$ cat config.mk
export PLATFORM = sky130hd
export DESIGN_NAME = morus640_encrypt_step_flat
export DESIGN_NICKNAME = d
export VERILOG_FILES = /design/src/hw/rtl/m640_pkg.sv /design/src/hw/rtl/m640_in_if.sv /design/src/hw/rtl/m640_out_if.sv /design/src/hw/rtl/m640_front.sv /design/src/hw/rtl/m640_queue.sv /design/src/hw/rtl/m640_back.sv /design/src/hw/rtl/morus640_encrypt_step.sv /design/src/flat_wrapper.sv
export SDC_FILE = /design/constraint.sdc
export NUM_CORES = 2
export LEC_CHECK = 0
export BUFFER_PORTS_ARGS = -buffer_cell sky130_fd_sc_hd__clkbuf_2
export CORE_ASPECT_RATIO = 0.5
export CORE_MARGIN = 3
export CORE_UTILIZATION = 55
export CTS_BUF_LIST = sky130_fd_sc_hd__clkbuf_4
export DETAILED_ROUTE_END_ITERATION = 12
export GPL_TIMING_DRIVEN = 1
export PLACE_DENSITY_LB_ADDON = 0.2
export SLEW_MARGIN = 40
export SYNTH_ARGS = -nofsm -noshare
export SYNTH_HDL_FRONTEND = slang
export SYNTH_SLANG_ARGS = --single-unit
export TNS_END_PERCENT = 5
$ cat constraint.sdc
create_clock -name clk_i -period 30 [get_ports clk_i]
set_clock_uncertainty 0.05 [all_clocks]
set_input_delay 4.5 -clock clk_i [delete_from_list [all_inputs] [get_ports clk_i]]
set_output_delay 4.5 -clock clk_i [all_outputs]
set_load 0.01 [all_outputs]
$ cat src/hw/rtl/m640_pkg.sv
package m640_pkg;

  // input operation codes
  localparam logic OP_LOAD    = 1'b0;
  localparam logic OP_ENCRYPT = 1'b1;

  localparam int unsigned NumWords = 5;
  localparam int unsigned WordW    = 128;
  localparam int unsigned HalfW    = 64;
  localparam int unsigned LaneW    = 32;
  localparam int unsigned IdxW     = 3;

  // per-row lane rotation amounts
  localparam int unsigned RotRow0 = 5;
  localparam int unsigned RotRow1 = 31;
  localparam int unsigned RotRow2 = 7;
  localparam int unsigned RotRow3 = 22;
  localparam int unsigned RotRow4 = 13;

  typedef enum logic [0:0] {
    KIND_LOAD,
    KIND_ENCRYPT
  } kind_e;

  typedef logic [WordW-1:0] word_t;

  typedef struct packed {
    kind_e           kind;
    logic [IdxW-1:0] idx;
    word_t           data;
  } cmd_t;

  // rotate every 32-bit lane left by n, 1 <= n <= 31
  function automatic word_t lane_rotl(input word_t w, input int unsigned n);
    word_t            r;
    logic [LaneW-1:0] x;
    for (int i = 0; i < 4; i++) begin
      x = w[i*LaneW +: LaneW];
      r[i*LaneW +: LaneW] = (x << n) | (x >> (LaneW - n));
    end
    return r;
  endfunction

  // rotate the whole word left by k lanes, 1 <= k <= 3
  function automatic word_t word_rotl(input word_t w, input int unsigned k);
    return (w << (k * LaneW)) | (w >> (WordW - k * LaneW));
  endfunction

endpackage

$ cat src/hw/rtl/m640_in_if.sv
interface m640_in_if;
  logic        valid;
  logic        ready;
  logic        operation;
  logic [2:0]  word_index;
  logic [63:0] data_hi;
  logic [63:0] data_lo;

  modport source (output valid, operation, word_index, data_hi, data_lo, input ready);
  modport sink   (input valid, operation, word_index, data_hi, data_lo, output ready);
endinterface

$ cat src/hw/rtl/m640_out_if.sv
interface m640_out_if;
  logic        valid;
  logic        ready;
  logic [63:0] cipher_hi;
  logic [63:0] cipher_lo;
  logic [63:0] word0_hi;
  logic [63:0] word0_lo;
  logic [63:0] word1_hi;
  logic [63:0] word1_lo;
  logic [63:0] word2_hi;
  logic [63:0] word2_lo;
  logic [63:0] word3_hi;
  logic [63:0] word3_lo;
  logic [63:0] word4_hi;
  logic [63:0] word4_lo;

  modport source (
    output valid, cipher_hi, cipher_lo, word0_hi, word0_lo, word1_hi, word1_lo,
           word2_hi, word2_lo, word3_hi, word3_lo, word4_hi, word4_lo,
    input  ready
  );
  modport sink (
    input  valid, cipher_hi, cipher_lo, word0_hi, word0_lo, word1_hi, word1_lo,
           word2_hi, word2_lo, word3_hi, word3_lo, word4_hi, word4_lo,
    output ready
  );
endinterface

$ cat src/hw/rtl/m640_front.sv
module m640_front (
  m640_in_if.sink        in_i,
  input  logic           full_i,
  output logic           push_o,
  output m640_pkg::cmd_t cmd_o
);

  logic drop;

  // loads aimed past the last word are taken and discarded
  assign drop = (in_i.operation == m640_pkg::OP_LOAD) &&
                (in_i.word_index >= m640_pkg::IdxW'(m640_pkg::NumWords));

  assign in_i.ready = !full_i;
  assign push_o     = in_i.valid && !full_i && !drop;

  always_comb begin
    cmd_o.kind = (in_i.operation == m640_pkg::OP_ENCRYPT) ? m640_pkg::KIND_ENCRYPT
                                                          : m640_pkg::KIND_LOAD;
    cmd_o.idx  = in_i.word_index;
    cmd_o.data = {in_i.data_hi, in_i.data_lo};
  end

endmodule

$ cat src/hw/rtl/m640_queue.sv
module m640_queue #(
  parameter int unsigned Depth = 2
) (
  input  logic           clk_i,
  input  logic           rst_ni,
  input  logic           push_i,
  input  m640_pkg::cmd_t cmd_i,
  output logic           full_o,
  input  logic           pop_i,
  output logic           valid_o,
  output m640_pkg::cmd_t cmd_o
);

  localparam int unsigned PtrW = (Depth > 1) ? $clog2(Depth) : 1;
  localparam int unsigned CntW = $clog2(Depth + 1);

  m640_pkg::cmd_t  mem_q [Depth];
  logic [PtrW-1:0] wr_ptr_q, wr_ptr_d;
  logic [PtrW-1:0] rd_ptr_q, rd_ptr_d;
  logic [CntW-1:0] cnt_q, cnt_d;
  logic            do_push, do_pop;

  assign full_o  = (cnt_q == CntW'(Depth));
  assign valid_o = (cnt_q != '0);
  assign cmd_o   = mem_q[rd_ptr_q];
  assign do_push = push_i && !full_o;
  assign do_pop  = pop_i && valid_o;

  always_comb begin
    wr_ptr_d = wr_ptr_q;
    rd_ptr_d = rd_ptr_q;
    cnt_d    = cnt_q;
    if (do_push) begin
      wr_ptr_d = (wr_ptr_q == PtrW'(Depth - 1)) ? '0 : wr_ptr_q + 1'b1;
    end
    if (do_pop) begin
      rd_ptr_d = (rd_ptr_q == PtrW'(Depth - 1)) ? '0 : rd_ptr_q + 1'b1;
    end
    if (do_push && !do_pop) begin
      cnt_d = cnt_q + 1'b1;
    end else if (do_pop && !do_push) begin
      cnt_d = cnt_q - 1'b1;
    end
  end

  always_ff @(posedge clk_i or negedge rst_ni) begin
    if (!rst_ni) begin
      wr_ptr_q <= '0;
      rd_ptr_q <= '0;
      cnt_q    <= '0;
    end else begin
      wr_ptr_q <= wr_ptr_d;
      rd_ptr_q <= rd_ptr_d;
      cnt_q    <= cnt_d;
    end
  end

  always_ff @(posedge clk_i) begin
    if (do_push) begin
      mem_q[wr_ptr_q] <= cmd_i;
    end
  end

endmodule

$ cat src/hw/rtl/m640_back.sv
module m640_back (
  input  logic           clk_i,
  input  logic           rst_ni,
  input  logic           cmd_valid_i,
  input  m640_pkg::cmd_t cmd_i,
  output logic           pop_o,
  m640_out_if.source     out_o
);

  logic [m640_pkg::NumWords-1:0][m640_pkg::WordW-1:0] state_q, state_d;
  logic [m640_pkg::NumWords-1:0][m640_pkg::WordW-1:0] upd;
  logic [m640_pkg::NumWords-1:0][m640_pkg::WordW-1:0] words_q;
  m640_pkg::word_t cipher_q, ks, m;
  m640_pkg::word_t t0, t1, t2, t3, t4, s3r, s4r, t0r, t1r;
  logic            out_valid_q, out_valid_d;
  logic            is_enc, pop_enc, pop_load, out_fire;

  assign is_enc   = (cmd_i.kind == m640_pkg::KIND_ENCRYPT);
  assign out_fire = out_valid_q && out_o.ready;
  // loads never wait on the output side
  assign pop_o    = cmd_valid_i && (!is_enc || !out_valid_q || out_o.ready);
  assign pop_enc  = pop_o && is_enc;
  assign pop_load = pop_o && !is_enc;
  assign m        = cmd_i.data;

  // keystream and five-row update
  always_comb begin
    ks  = state_q[0] ^ m640_pkg::word_rotl(state_q[1], 3) ^ (state_q[2] & state_q[3]) ^ m;
    t0  = m640_pkg::lane_rotl(state_q[0] ^ state_q[3] ^ (state_q[1] & state_q[2]),
                              m640_pkg::RotRow0);
    s3r = m640_pkg::word_rotl(state_q[3], 1);
    t1  = m640_pkg::lane_rotl(state_q[1] ^ m ^ state_q[4] ^ (state_q[2] & s3r),
                              m640_pkg::RotRow1);
    s4r = m640_pkg::word_rotl(state_q[4], 2);
    t2  = m640_pkg::lane_rotl(state_q[2] ^ m ^ t0 ^ (s3r & s4r), m640_pkg::RotRow2);
    t0r = m640_pkg::word_rotl(t0, 3);
    t3  = m640_pkg::lane_rotl(s3r ^ m ^ t1 ^ (s4r & t0r), m640_pkg::RotRow3);
    t1r = m640_pkg::word_rotl(t1, 2);
    t4  = m640_pkg::lane_rotl(s4r ^ m ^ t2 ^ (t0r & t1r), m640_pkg::RotRow4);
    upd[0] = t0r;
    upd[1] = t1r;
    upd[2] = m640_pkg::word_rotl(t2, 1);
    upd[3] = t3;
    upd[4] = t4;
  end

  always_comb begin
    state_d = state_q;
    if (pop_enc) begin
      state_d = upd;
    end else if (pop_load) begin
      state_d[cmd_i.idx] = cmd_i.data;
    end
  end

  always_comb begin
    out_valid_d = out_valid_q;
    if (pop_enc) begin
      out_valid_d = 1'b1;
    end else if (out_fire) begin
      out_valid_d = 1'b0;
    end
  end

  always_ff @(posedge clk_i or negedge rst_ni) begin
    if (!rst_ni) begin
      state_q     <= '0;
      out_valid_q <= 1'b0;
    end else begin
      state_q     <= state_d;
      out_valid_q <= out_valid_d;
    end
  end

  always_ff @(posedge clk_i) begin
    if (pop_enc) begin
      cipher_q <= ks;
      words_q  <= upd;
    end
  end

  assign out_o.valid     = out_valid_q;
  assign out_o.cipher_hi = cipher_q[127:64];
  assign out_o.cipher_lo = cipher_q[63:0];
  assign out_o.word0_hi  = words_q[0][127:64];
  assign out_o.word0_lo  = words_q[0][63:0];
  assign out_o.word1_hi  = words_q[1][127:64];
  assign out_o.word1_lo  = words_q[1][63:0];
  assign out_o.word2_hi  = words_q[2][127:64];
  assign out_o.word2_lo  = words_q[2][63:0];
  assign out_o.word3_hi  = words_q[3][127:64];
  assign out_o.word3_lo  = words_q[3][63:0];
  assign out_o.word4_hi  = words_q[4][127:64];
  assign out_o.word4_lo  = words_q[4][63:0];

`ifndef SYNTH
  a_enc_gives_result: assert property (@(posedge clk_i) disable iff (!rst_ni)
    pop_enc |=> out_valid_q)
    else $error("encrypt beat did not produce a result");

  a_load_no_result: assert property (@(posedge clk_i) disable iff (!rst_ni)
    (pop_load && !out_valid_q) |=> !out_valid_q)
    else $error("load beat produced a result");

  a_state_holds: assert property (@(posedge clk_i) disable iff (!rst_ni)
    !pop_o |=> $stable(state_q))
    else $error("state changed without a command");

  a_result_matches_state: assert property (@(posedge clk_i) disable iff (!rst_ni)
    pop_enc |=> (words_q == state_q))
    else $error("reported words differ from stored state");
`endif

endmodule

$ cat src/hw/rtl/morus640_encrypt_step.sv
// morus-640 encryption step: holds the 640-bit state as five 128-bit words.
// a load beat (operation 0) writes word word_index with {data_hi, data_lo}
// and returns nothing; loads with word_index above 4 are taken and dropped.
// an encrypt beat (operation 1) takes a plaintext block {data_hi, data_lo},
// returns the ciphertext p ^ s0 ^ (s1 <<< 96) ^ (s2 & s3) and the five words
// after the state update, and keeps the updated state. the state is all zero
// after reset. one beat is accepted every cycle while the command queue has
// room. a result passes through the command queue and the output register: the
// beat is written into the command queue when it is accepted, and the update
// stage pops it and writes the output register when that register holds no
// result or its result is being taken. the whole five-row update is done
// combinationally in the back end, so the state loop sets the rate. the queue
// between the front end and the back end lets the input keep flowing while a
// result waits at the output, until the queue holds QueueDepth beats
module morus640_encrypt_step #(
  parameter int unsigned QueueDepth = 2
) (
  input  logic       clk_i,
  input  logic       rst_ni,
  m640_in_if.sink    in_i,
  m640_out_if.source out_o
);

  // front end to queue
  m640_pkg::cmd_t front_cmd;
  logic           front_push;
  logic           queue_full;

  // queue to back end
  m640_pkg::cmd_t head_cmd;
  logic           head_valid;
  logic           head_pop;

  // decode and filter incoming beats
  m640_front u_front (
    .in_i   (in_i),
    .full_i (queue_full),
    .push_o (front_push),
    .cmd_o  (front_cmd)
  );

  // short command queue decoupling input from the state update
  m640_queue #(
    .Depth (QueueDepth)
  ) u_queue (
    .clk_i   (clk_i),
    .rst_ni  (rst_ni),
    .push_i  (front_push),
    .cmd_i   (front_cmd),
    .full_o  (queue_full),
    .pop_i   (head_pop),
    .valid_o (head_valid),
    .cmd_o   (head_cmd)
  );

  // state words, keystream, update and output register
  m640_back u_back (
    .clk_i       (clk_i),
    .rst_ni      (rst_ni),
    .cmd_valid_i (head_valid),
    .cmd_i       (head_cmd),
    .pop_o       (head_pop),
    .out_o       (out_o)
  );

endmodule

$ cat src/flat_wrapper.sv
// flat-port wrapper written by rule: the top's interface ports become plain ports
module morus640_encrypt_step_flat 
#(
  parameter int unsigned QueueDepth = 2
)
  (clk_i, rst_ni, in_i_valid, in_i_operation, in_i_word_index, in_i_data_hi, in_i_data_lo, in_i_ready, out_o_valid, out_o_cipher_hi, out_o_cipher_lo, out_o_word0_hi, out_o_word0_lo, out_o_word1_hi, out_o_word1_lo, out_o_word2_hi, out_o_word2_lo, out_o_word3_hi, out_o_word3_lo, out_o_word4_hi, out_o_word4_lo, out_o_ready);
  m640_in_if in_i_i ();
  m640_out_if out_o_i ();
  input  logic clk_i;
  input  logic rst_ni;
  input wire logic [$bits(in_i_i.valid)-1:0] in_i_valid;
  input wire logic [$bits(in_i_i.operation)-1:0] in_i_operation;
  input wire logic [$bits(in_i_i.word_index)-1:0] in_i_word_index;
  input wire logic [$bits(in_i_i.data_hi)-1:0] in_i_data_hi;
  input wire logic [$bits(in_i_i.data_lo)-1:0] in_i_data_lo;
  output wire logic [$bits(in_i_i.ready)-1:0] in_i_ready;
  output wire logic [$bits(out_o_i.valid)-1:0] out_o_valid;
  output wire logic [$bits(out_o_i.cipher_hi)-1:0] out_o_cipher_hi;
  output wire logic [$bits(out_o_i.cipher_lo)-1:0] out_o_cipher_lo;
  output wire logic [$bits(out_o_i.word0_hi)-1:0] out_o_word0_hi;
  output wire logic [$bits(out_o_i.word0_lo)-1:0] out_o_word0_lo;
  output wire logic [$bits(out_o_i.word1_hi)-1:0] out_o_word1_hi;
  output wire logic [$bits(out_o_i.word1_lo)-1:0] out_o_word1_lo;
  output wire logic [$bits(out_o_i.word2_hi)-1:0] out_o_word2_hi;
  output wire logic [$bits(out_o_i.word2_lo)-1:0] out_o_word2_lo;
  output wire logic [$bits(out_o_i.word3_hi)-1:0] out_o_word3_hi;
  output wire logic [$bits(out_o_i.word3_lo)-1:0] out_o_word3_lo;
  output wire logic [$bits(out_o_i.word4_hi)-1:0] out_o_word4_hi;
  output wire logic [$bits(out_o_i.word4_lo)-1:0] out_o_word4_lo;
  input wire logic [$bits(out_o_i.ready)-1:0] out_o_ready;
  assign in_i_i.valid = in_i_valid;
  assign in_i_i.operation = in_i_operation;
  assign in_i_i.word_index = in_i_word_index;
  assign in_i_i.data_hi = in_i_data_hi;
  assign in_i_i.data_lo = in_i_data_lo;
  assign in_i_ready = in_i_i.ready;
  assign out_o_valid = out_o_i.valid;
  assign out_o_cipher_hi = out_o_i.cipher_hi;
  assign out_o_cipher_lo = out_o_i.cipher_lo;
  assign out_o_word0_hi = out_o_i.word0_hi;
  assign out_o_word0_lo = out_o_i.word0_lo;
  assign out_o_word1_hi = out_o_i.word1_hi;
  assign out_o_word1_lo = out_o_i.word1_lo;
  assign out_o_word2_hi = out_o_i.word2_hi;
  assign out_o_word2_lo = out_o_i.word2_lo;
  assign out_o_word3_hi = out_o_i.word3_hi;
  assign out_o_word3_lo = out_o_i.word3_lo;
  assign out_o_word4_hi = out_o_i.word4_hi;
  assign out_o_word4_lo = out_o_i.word4_lo;
  assign out_o_i.ready = out_o_ready;
  morus640_encrypt_step #(.QueueDepth(QueueDepth)) u_core (.clk_i(clk_i), .rst_ni(rst_ni), .in_i(in_i_i), .out_o(out_o_i));
endmodule
== After elaboration in Yosys (flattened, before gate mapping) ==
Memories as Yosys holds them, arrays and structs flattened.
Cells that the tools add are included.
Storage, ports and cells
  register bits after elaboration: 1413
  memory bits (writable): 264
  bits of input ports: 136
  output and inout bits: 770
  logic and storage cells: 112
  memories: 1
Operators by class
  add/subtract/negate cells: 4
  $lt $le $gt $ge: 3
  eq/ne operators: 1
  muxes and demuxes: 14
  bitwise logic cells: 50
  reductions and logical operators: 24
Memory list
  u_core.u_queue.mem_q: depth 2, bits a word 132, read ports 1, clocked after memory_dff 0, wr ports 1, RTL line m640_queue.sv:17  | m640_pkg::cmd_t mem_q [Depth];
Operator list (number)
  128-bit bitwise XOR: 17
  640-bit 2-to-1 mux: 2
  128-bit AND: 6
  640-bit bitwise mux: 1
  128-bit demux with 3-bit select: 1
  128-bit by 32-bit OR with 128-bit output: 2
  128-bit by 64-bit OR with 128-bit output: 2
  128-bit by 96-bit OR with 128-bit output: 2
  128-bit 2-to-1 mux: 1
  32-bit by 13-bit OR with 32-bit output: 4
  32-bit by 22-bit OR with 32-bit output: 4
  32-bit by 31-bit OR with 32-bit output: 4
  32-bit by 5-bit OR with 32-bit output: 4
  32-bit by 7-bit OR with 32-bit output: 4
  1-bit logical AND: 12
  2-bit nonzero test: 4
  1-bit 2-to-1 mux: 7
  1-bit logical NOT: 6
  3-bit by 4-bit < comparator with 1-bit output, second input constant: 1
  2-bit 2-to-1 mux: 2
  3-bit by 1-bit >= comparator with 1-bit output, second input constant: 1
  3-bit >= comparator, second input constant: 1
  1-bit adder, second input constant: 2
  2-bit by 1-bit adder with 2-bit output, second input constant: 1
  other kinds (4): 5

== Logic depth before layout (Yosys ltp) ==
  word-level depth: 10
  depth in mapped cells: 12
  mapped depth without buffers: 7

== By module ==
Synthesis repeated with hierarchy kept, for this count alone.
Second synthesis, totals
  cells, all modules: 7403
  area, all modules: 90159.0 µm²
By module, submodules not included
  m640_back: times used 1, cells each 6837, area each 79140.9 µm², sequential area each 39102.5 µm²
  m640_queue: times used 1, cells each 430, area each 10005.8 µm², sequential area each 8027.7 µm²
  m640_front: times used 1, cells each 136, area each 1012.2 µm², sequential area each 0.0 µm²

== Worst setup path after synthesis ==
Ideal clock, no wire load.
  path kind: input port to flip-flop
  start point: input port out_o_ready
  end point: register u_core.u_back.cipher_q[0] (enable)
  library setup time: 1431 ps
  arrival: 26016 ps
  data required time: 28519 ps
  slack: 2504 ps
  stages on the path: 6
  path buffers: 3
  cells stage by stage: nand2b_1 > nand3_2 > inv_2 > buf_2 > buf_2 > buf_1
On the way
  word-level cells in the longest chain between the ends: 3
RTL lines
  start: declaration: RTL line flat_wrapper.sv:30  | input wire logic [$bits(out_o_i.ready)-1:0] out_o_ready;
  1-bit logical OR: RTL line m640_back.sv:21  | assign pop_o = cmd_valid_i && (!is_enc || !out_valid_q || out_o.ready);
  1-bit logical AND: RTL line m640_back.sv:21
  1-bit logical AND: RTL line m640_back.sv:22  | assign pop_enc = pop_o && is_enc;
  end signal: assignment: RTL line m640_back.sv:77  | cipher_q <= ks;
  end: declaration: RTL line m640_back.sv:13  | m640_pkg::word_t cipher_q, ks, m;
No other way between the ends.
A chain may end at the register's enable or synchronous reset.

== Worst setup path after layout ==
  start point: input port out_o_ready
  end point: register u_core.u_back.cipher_q[14] (enable)
Same word-level chain as after synthesis.

==> results.json <==
{
  "hold_buffers": 0,
  "cts_setup_buffers": 0,
  "core_region_area_um2": 159700,
  "numCtsBuffers": 389,
  "clockBufferDepth": 4,
  "die_w_um": 576.2,
  "dieHeight_um": 291.1,
  "worst_slew_pin_slew_ns": 1.056,
  "worst_setup_path_end_kind": "register",
  "synth_ff_type": "edfxtp_1",
  "fin_nets": 8456,
  "maxSlewHeadroom_pct": 29.58,
  "synth-edff-count": 1032,
  "synth_nets": 7350,
  "pin_count": 906,
  "die-area_um2": 167700,
  "cts_tree": "done",
  "cts-root-buf": "clkbuf_4",
  "grt_use_total_pct": 45.17,
  "yosysMostFrequentCell": "edfxtp_1",
  "netlist_instances": 7213,
  "worstHoldPathType": "reg -> reg",
  "yosysTopAreaCell": "edfxtp_1",
  "viasPerCell": 6.302,
  "maxCapViolCount": 0,
  "grt_start_max_net_pins": 197,
  "violations": "design-rule violations",
  "drt_iter0_drc": 11130,
  "final.period_utilization_pct": 23.70,
  "syn_avg_cell_area_um2": 12.40,
  "synth.top_cell.area_share_pct": 34.66,
  "yosysWarnings": 0,
  "drive_gt1_share_pct": 22.95,
  "async_reset_ff_share_pct": 38.46,
  "fillCellCount": 12610,
  "num_vias": 68120,
  "grt_pass1_vias": 63160,
  "critPathMaxFanout": 110,
  "rows": 103,
  "area_growth_pct": 14.41,
  "period_minus_slack_ns": 7.111,
  "gp_congestion": 1.031,
  "floorplan.initialDensity_pct": 55.99,
  "startpoint_type": "input port",
  "status": "finished, violations left",
  "dp_hpwl_mm": 285.8,
  "hold_viol": 0,
  "cp_data_arrival_time_ns": 7.86,
  "ys_seq_area_share_pct": 52.71,
  "maxSlewViolCount": 0,
  "synth_cell_types": 63,
  "synthesis.area_um2": 89410,
  "cts_num_sinks": 1677,
  "antenna_found_initial": 69,
  "drcViolationCount": 4,
  "clk_pin_slew_worst_paths_ns": 0.08,
  "ys_seq_elements": 1677,
  "grt_pass1_wl_mm": 516.9,
  "synth_commonest_cells": "1,032 x edfxtp_1, 1,026 x nand2_1, 803 x xnor2_1, 645 x dfrtp_1, 553 x o21ai_0",
  "routed_wl_mm": 386.9,
  "setup_violations": 0,
  "worstSetupPathType": "in -> reg",
  "clock.fmax_ghz": 0.1406,
  "required_ns": 30.75,
  "numPortBuffers": 905,
  "yosys-top-cells-area": "edfxtp_1 35%, dfrtp_1 18%, xnor3_1 10%",
  "cts.repair.resized": 0,
  "seqCellArea_um2": 47130,
  "first_pass_iters": 13,
  "routedWlPerCell_um": 35.80,
  "antenna_left": 0,
  "worstSkewPairLatency_ns": 1.24,
  "rsz0062_at_grt": "no",
  "setup_tns_ns": 0,
  "h-tree-depth": 5,
  "multi_input_area_um2": 39900,
  "grt-ovfl-total": 0
}
worst paths after layout:
kind | slack [ns] | startpoint | endpoint | cells after the start
hold reg to reg | 0.48 | u_core.u_queue.cnt_q[1]$_DFFE_PN0P_ | u_core.u_queue.cnt_q[1]$_DFFE_PN0P_ | 1
max in group asynchronous | 23.20 | rst_ni | u_core.u_back.state_q[157]$_DFFE_PN0P_ | 7
setup / recovery | 22.89 | out_o_ready | u_core.u_back.cipher_q[14]$_DFFE_PP_ | 8
setup reg to reg | 23.91 | u_core.u_queue.rd_ptr_q$_DFFE_PN0P_ | u_core.u_back.out_o.word3_lo[49]$_DFFE_PP_ | 7
min in group asynchronous | 3.20 | rst_ni | u_core.u_back.state_q[549]$_DFFE_PN0P_ | 1
hold / removal | 0.48 | u_core.u_queue.cnt_q[1]$_DFFE_PN0P_ | u_core.u_queue.cnt_q[1]$_DFFE_PN0P_ | 1
area by class of cell:
| class | count | area share [%] |
|---|---|---|
| inverter | 334 | 1.233 |
| multi-input combinational | 4819 | 39.01 |
| clock buffer | 569 | 4.176 |
| tap | 2152 | 2.632 |
| timing repair buffer | 1098 | 6.196 |
| clock inverter | 121 | 0.5834 |
| sequential | 1677 | 46.08 |
| antenna | 39 | 0.09540 |
flip-flops by register name, indices dropped and copies added, names as in the netlist:
signal                        flops
u_core.u_queue.rd_ptr_q           1
u_core.u_queue.mem_q            264
u_core.u_back.out_o.word3_hi     64
u_core.u_back.out_o.word3_lo     64
u_core.u_back.out_o.word0_hi     64
u_core.u_back.out_o.word4_hi     64
u_core.u_queue.wr_ptr_q           1
u_core.u_queue.cnt_q              2
u_core.u_back.out_o.word2_lo     64
u_core.u_back.out_o.word1_hi     64
u_core.u_back.cipher_q          128
u_core.u_back.out_o.word0_lo     64
u_core.u_back.out_o.valid         1
u_core.u_back.out_o.word4_lo     64
u_core.u_back.out_o.word1_lo     64
u_core.u_back.state_q           640
u_core.u_back.out_o.word2_hi     64
through the flow:
step	setup WS [ns]	util [%]	cell area [µm²]	cells	hold WS, ns
2_1_floorplan	2.504	-	89410	7213	0.4103
3_3_place_gp	21.03	60.49	96580	10070	0.4556
3_5_place_dp	21.13	60.82	97120	10070	0.4579
4_1_cts	22.37	63.87	102000	10760	0.4679
5_1_grt	22.75	64.01	102200	10780	0.4933
6_report	22.89	64.07	102300	10810	0.4752
routing by layer:
layer	global-route usage (%)	vias up	part of all wire, %
met5	1.475	-	0.17
met4	23.01	48	6.1
met3	28.70	1171	19
met2	60.20	5707	40
met1	56.17	33880	35
li1	-	27310	-
cells in the final DEF, fill, tap and decap left out, types with 7 or more instances in the layout:
| cell type | n |
|---|---|
| mux2_2 | 56 |
| mux2i_4 | 62 |
| mux2_4 | 12 |
| xor2_2 | 19 |
| clkinv_2 | 10 |
| a21oi_1 | 132 |
| xor3_1 | 87 |
| and2_1 | 133 |
| nand2_1 | 1019 |
| edfxtp_1 | 1032 |
| or3_1 | 16 |
| a21o_1 | 8 |
| xnor2_2 | 15 |
| xnor2_4 | 12 |
| o21ai_0 | 553 |
| dfrtp_1 | 644 |
| o211ai_1 | 17 |
| xor3_2 | 16 |
| o22ai_1 | 85 |
| mux2i_1 | 122 |
| xnor3_2 | 16 |
| xnor2_1 | 778 |
| nor2b_1 | 13 |
| a31oi_1 | 235 |
| nor3_1 | 60 |
| mux2i_2 | 43 |
| clkinv_1 | 90 |
| o21ai_1 | 169 |
| buf_4 | 149 |
| nor2_1 | 346 |
| diode_2 | 39 |
| clkbuf_4 | 569 |
| o221ai_1 | 9 |
| clkbuf_2 | 904 |
| buf_6 | 26 |
| buf_12 | 11 |
| a2bb2oi_1 | 7 |
| xor2_1 | 334 |
| inv_1 | 332 |
| xnor3_1 | 392 |
kinds of logic after synthesis:
logic type / count (synthesis) / share of synthesized area, %
DFF: 1677 / 52.71
muxes: 295 / 4.496
AOI/OAI and AO/OA: 1241 / 7.652
and+or+nand+nor: 1613 / 7.367
adders and majority gates: 1 / 0.01399
buffers and inverters: 717 / 3.371
xor gates and xnor gates: 1669 / 24.39
worst max-delay path: stages:
cell      delay [ns]
clkbuf_2        0.09
nand2b_1        0.24
nand3_4         0.44
inv_8           0.42
buf_12          0.39
buf_12          0.43
buf_16          0.42
buf_6           0.64
Power is left out: the tool's default activity adds up to more than one toggle a clock period on the data nets, which glitch-free logic cannot reach.
